[src/rtl/mrps_pkg.sv]
// ----------------------------------------------------------------------------
// Metaball ribbon shader package
// Shared constants and types for the ball cells and the top level.
// ----------------------------------------------------------------------------
package mrps_pkg;

   localparam int NUM_BALLS = 10;
   localparam int IDX_W     = 6;
   localparam int CNT_W     = $clog2(NUM_BALLS + 1);
   localparam int DIV_STEPS = 24;
   localparam int DCNT_W    = 5;
   localparam int ACC_W     = 38;
   localparam logic [23:0] F_MAX = 24'hFFFFFF;

   localparam logic [1:0] REG_MIN_LEVEL = 2'd0;
   localparam logic [1:0] REG_MAX_LEVEL = 2'd1;
   localparam logic [1:0] REG_X_SCALE   = 2'd2;
   localparam logic [1:0] REG_Y_SCALE   = 2'd3;

   localparam logic OP_LOAD  = 1'b0;
   localparam logic OP_PIXEL = 1'b1;

   typedef struct packed {
      logic load_en;
      logic dist_en;
      logic div_start;
      logic div_step;
      logic mul_en;
      logic shift_en;
   } ctrl_type;

   typedef struct packed {
      logic [23:0] f;
      logic [31:0] r;
      logic [31:0] g;
      logic [31:0] b;
   } link_type;

endpackage

[src/rtl/mrps_cell.sv]
// ----------------------------------------------------------------------------
// Metaball ribbon shader ball cell
// Holds one ball, computes its field at the current pixel with a serial
// divider and passes its weighted terms down the chain.
// ----------------------------------------------------------------------------
module mrps_cell
   import mrps_pkg::*;
(
   input  logic               clock,
   input  logic               reset,
   input  ctrl_type           ctrl,
   input  logic [IDX_W-1:0]   cell_index,
   input  logic [IDX_W-1:0]   load_index,
   input  logic signed [15:0] load_x,
   input  logic signed [15:0] load_y,
   input  logic [15:0]        load_radius,
   input  logic [23:0]        load_color,
   input  logic signed [15:0] cx,
   input  logic signed [15:0] cy,
   input  link_type           link_prev,
   output link_type           link_out
);

   logic signed [15:0] bx_ff, by_ff;
   logic [15:0]        rad_ff;
   logic [23:0]        col_ff;
   logic [32:0]        d2_ff;
   logic [31:0]        r2_ff;
   logic [43:0]        rem_ff, rem_in;
   logic [55:0]        den_ff;
   logic [23:0]        q_ff, q_in;
   logic               sat_ff;
   link_type           link_ff;

   logic signed [16:0] dx, dy;
   logic [15:0]        ax, ay;
   logic [23:0]        f_val;

   always_comb begin
      dx = 17'(cx) - 17'(bx_ff);
      dy = 17'(cy) - 17'(by_ff);
      ax = dx[16] ? 16'(-dx) : dx[15:0];
      ay = dy[16] ? 16'(-dy) : dy[15:0];
      // An inactive ball adds no field, even at its center where the divider
      // sees zero over zero.
      f_val = sat_ff ? F_MAX : ((r2_ff == '0) ? 24'd0 : q_ff);
      // One restoring step: unless saturated, the remainder stays below twice the shifted divisor.
      if ({12'b0, rem_ff} >= den_ff) begin
         rem_in = rem_ff - den_ff[43:0];
         q_in   = {q_ff[22:0], 1'b1};
      end else begin
         rem_in = rem_ff;
         q_in   = {q_ff[22:0], 1'b0};
      end
   end

   always_ff @(posedge clock) begin
      if (reset) begin
         bx_ff  <= '0;
         by_ff  <= '0;
         rad_ff <= '0;
         col_ff <= '0;
      end else if (ctrl.load_en && load_index == cell_index) begin
         bx_ff  <= load_x;
         by_ff  <= load_y;
         rad_ff <= load_radius;
         col_ff <= load_color;
      end
   end

   always_ff @(posedge clock) begin
      if (ctrl.dist_en) begin
         d2_ff <= {1'b0, 32'(ax * ax)} + {1'b0, 32'(ay * ay)};
         r2_ff <= 32'(rad_ff * rad_ff);
      end
      if (ctrl.div_start) begin
         rem_ff <= {r2_ff, 12'b0};
         den_ff <= {d2_ff, 23'b0};
         q_ff   <= '0;
         // Field of a live ball reaches the limit, also at the ball center.
         sat_ff <= (r2_ff != '0) && ({13'b0, r2_ff, 12'b0} >= {d2_ff, 24'b0});
      end else if (ctrl.div_step) begin
         rem_ff <= rem_in;
         den_ff <= {1'b0, den_ff[55:1]};
         q_ff   <= q_in;
      end
      if (ctrl.mul_en) begin
         link_ff.f <= f_val;
         link_ff.r <= 32'(col_ff[23:16] * f_val);
         link_ff.g <= 32'(col_ff[15:8] * f_val);
         link_ff.b <= 32'(col_ff[7:0] * f_val);
      end else if (ctrl.shift_en) begin
         link_ff <= link_prev;
      end
   end

   assign link_out = link_ff;

endmodule

[config.mk]
export PLATFORM = sky130hd
export DESIGN_NAME = mrps_cell
export DESIGN_NICKNAME = d
export VERILOG_FILES = /design/src/rtl/mrps_pkg.sv /design/src/rtl/mrps_cell.sv
export SDC_FILE = /design/constraint.sdc
export NUM_CORES = 2
export LEC_CHECK = 0
export BUFFER_PORTS_ARGS = -buffer_cell sky130_fd_sc_hd__buf_2
export CAP_MARGIN = 10
export CORE_ASPECT_RATIO = 1.4
export CORE_MARGIN = 3
export CORE_UTILIZATION = 55
export CTS_CLUSTER_SIZE = 28
export DETAILED_ROUTE_END_ITERATION = 16
export PLACE_DENSITY = 0.75
export SYNTH_ARGS = -nofsm -noshare
export SYNTH_HDL_FRONTEND = slang
export SYNTH_SLANG_ARGS = --single-unit
[constraint.sdc]
create_clock -name clock -period 23.8 [get_ports clock]
set_input_delay 2.38 -clock clock [delete_from_list [all_inputs] [get_ports clock]]
set_output_delay 2.38 -clock clock [all_outputs]
set_load 0.01 [all_outputs]
==> flow_summary.json <==
{
  "synth_area_per_cell_um2": 9.20,
  "fillers": 9045,
  "path_class": "input port to flop",
  "fin_nets": 8324,
  "hold-path-cell-count": 2,
  "die_h_um": 392,
  "synth_cell_type_count": 81,
  "dp_hpwl_um": 122000,
  "cts_htree_levels": 2,
  "wire_per_inst_um": 19.0,
  "cts_buffer_depth": 3,
  "regToRegEndpoint": "d2_ff[32]$_DFFE_PP_",
  "yosysMostFrequentCell": "inv_1",
  "synth_top_area_cell": "fa_1",
  "postCtsSetupRepairBufs": 0,
  "gr-total-overflow": 0,
  "areaGrowthSynthToFinish_pct": 7.97,
  "crit_required_ns": 24.14,
  "synthArstFlopShare_pct": 0,
  "hold_viol": 0,
  "report.final.slew_viol_count": 0,
  "hp-start": "rem_ff[0]$_SDFFE_PP0P_",
  "holdWs_ns": 0.449,
  "worst_pin_slew_ns": 1.28,
  "crit_path_frequent_cell": "inv_1",
  "place_area_mm2": 0.0616,
  "max_stage_delay_ns": 0.91,
  "drt-vias-per-instance": 5.61,
  "grt_usage_pct": 28.0,
  "clkSinkCount": 381,
  "cts_inserted_buffers": 45,
  "synth_area_leaders": "fa_1, edfxtp_1, ha_1",
  "r2r_slack_ns": 11.15,
  "gp_congestion": 0.973,
  "hp-class": "flop to flop",
  "path_clk_slew_ns": 0.06,
  "synth_cells": 6368,
  "core-area_mm2": 0.106,
  "grt_pass1_wl_um": 244000,
  "netlist_area_mm2": 0.0586,
  "yosysTopAreaCellShare_pct": 32.4,
  "drt_pre_antenna_iters": 6,
  "worstReg2RegStart": "bx_ff[0]$_SDFFE_PP0P_",
  "antenna_found_initial": 5,
  "cap_viol_max_count": 0,
  "end_kind": "flop",
  "drive_above_1_share_pct": 9.57,
  "arrival_ns": 14.57,
  "drtAntennaViolNets": 0,
  "drc": 0,
  "yosys_warnings": 0,
  "hold-path-endpoint": "rem_ff[0]$_SDFFE_PP0P_",
  "cp_max_fo": 16,
  "vias": 44800,
  "ys.flop_type": "edfxtp_1",
  "period_needed_ns": 14.23,
  "clock-skew-final_ns": 0.0283,
  "ys_ff_latch": 381,
  "rows": 141,
  "die_w_um": 282,
  "synth_seq_area_share_pct": 17.3,
  "grt_pass1_vias": 48400,
  "synthTopCellsByCount": "inv_1, fa_1, nand2_1",
  "slowest_stage": "xor2_1",
  "post-route-period-util_pct": 59.8,
  "wl_um": 152000,
  "ff2ff_path_depth": 42,
  "root_buffer": "clkbuf_16",
  "tns_ns": 0,
  "final-setup-viol-count": 0,
  "startpoint_type": "input port",
  "timing.fmax_ghz": 0.0703,
  "clk_latency_ns": 0.63,
  "start_util_pct": 55.4,
  "die_area_mm2": 0.110,
  "syn-num-nets": 8105,
  "synth_edf_count": 250,
  "io_buffer_count": 363,
  "initialDrtViolationCount": 2313,
  "grt_max_degree": 89,
  "cts_tree": "yes",
  "hold_buffers": 0,
  "cts_resized": 0,
  "io_pins": 364,
  "rsz0062_at_grt": "no",
  "crit_start": "cx[0]",
  "max_slew_margin_pct": 14.2,
  "fin_area_mm2": 0.0632,
  "outcome": "finished clean"
}
through the flow:
step | setup slack, ns | util (%) | instances
detailed placement | 9.15 | 58.3 | 7898
global placement | 9.60 | 58.3 | 7898
floorplan | 10.64 | - | 6368
CTS | 9.79 | 59.8 | 7982
finish | 9.57 | 59.8 | 7985
global route | 9.04 | 59.8 | 7983
flip-flops by register name (all words and copies together), names as in the netlist:
register  flops
link_out    120
den_ff       56
rem_ff       44
d2_ff        33
r2_ff        31
col_ff       24
q_ff         24
bx_ff        16
by_ff        16
rad_ff       16
sat_ff        1
cells by family after synthesis:
| logic type | Yosys count | synth area share, % |
|---|---|---|
| simple gates | 1811 | 14.2 |
| buf+inv | 1510 | 9.70 |
| fa+ha+maj | 1493 | 44.0 |
| compound gates | 808 | 8.87 |
| flops | 381 | 17.3 |
| xor+xnor | 237 | 3.54 |
| mux | 128 | 2.35 |
metal layers:
metal	vias to the layer above	share of wire, %	track usage (%)
met2	1593	53	52.0
met1	22200	34	29.1
li1	20400	-	-
met4	2	7.9	19.3
met3	565	5.2	3.36
met5	-	0.0053	0
how the worst max path moves through the flow:
stage,end,slack (ns)
after floorplan,d2_ff[32]$_DFFE_PP_,10.64
after global placement,d2_ff[32]$_DFFE_PP_,9.60
after detailed placement,d2_ff[32]$_DFFE_PP_,9.15
after CTS,d2_ff[32]$_DFFE_PP_,9.79
after global routing,d2_ff[32]$_DFFE_PP_,9.04
final,d2_ff[32]$_DFFE_PP_,9.57
layout by cell type (no fill, tap or decap), types with 9 or more instances in the layout:
| cell type | instances |
|---|---|
| a31o_2 | 10 |
| and2_1 | 301 |
| or2_2 | 26 |
| dfxtp_1 | 131 |
| ha_1 | 546 |
| xnor2_1 | 146 |
| o21ai_0 | 137 |
| nand3b_1 | 9 |
| nand3_1 | 41 |
| nor3_1 | 50 |
| mux2i_1 | 54 |
| clkinv_1 | 9 |
| nand2_1 | 787 |
| inv_1 | 1243 |
| and3_1 | 24 |
| buf_2 | 360 |
| clkbuf_16 | 50 |
| or3_1 | 14 |
| fa_1 | 947 |
| o31ai_1 | 25 |
| a21o_1 | 147 |
| nor2b_1 | 35 |
| nand2b_1 | 41 |
| o21a_1 | 38 |
| a31oi_1 | 24 |
| mux2_2 | 74 |
| or4_1 | 12 |
| nand4_1 | 22 |
| nor4_1 | 26 |
| buf_4 | 68 |
| edfxtp_1 | 250 |
| xor2_1 | 91 |
| a22o_1 | 13 |
| nor2_1 | 403 |
| o21bai_1 | 32 |
| a21oi_1 | 276 |
| a211oi_1 | 16 |
final cells by class:
cell class                      count  area [um^2]  area share (%)
Tap cell                         1358         1700            2.69
Antenna cell                        3         7.51          0.0119
Timing Repair Buffer              428         2310            3.66
Clock inverter                     23          264           0.418
Inverter                         1254         4710            7.44
Multi-Input combinational cell   4477        42800            67.7
Clock buffer                       61         1330            2.10
Sequential cell                   381        10100            16.0
critical path: cells and delay by family:
kind	cells	cell delay [ns]
adder cells (fa/ha/maj)	11	4.91
AO/OA/AOI/OAI	16	4.05
buffers and inverters	12	1.33
XOR/XNOR	2	1.08
AND/OR/NAND/NOR	3	0.83
Power is not shown: default switching activity piles up to over one toggle a cycle in this logic, so the estimate is an artifact.
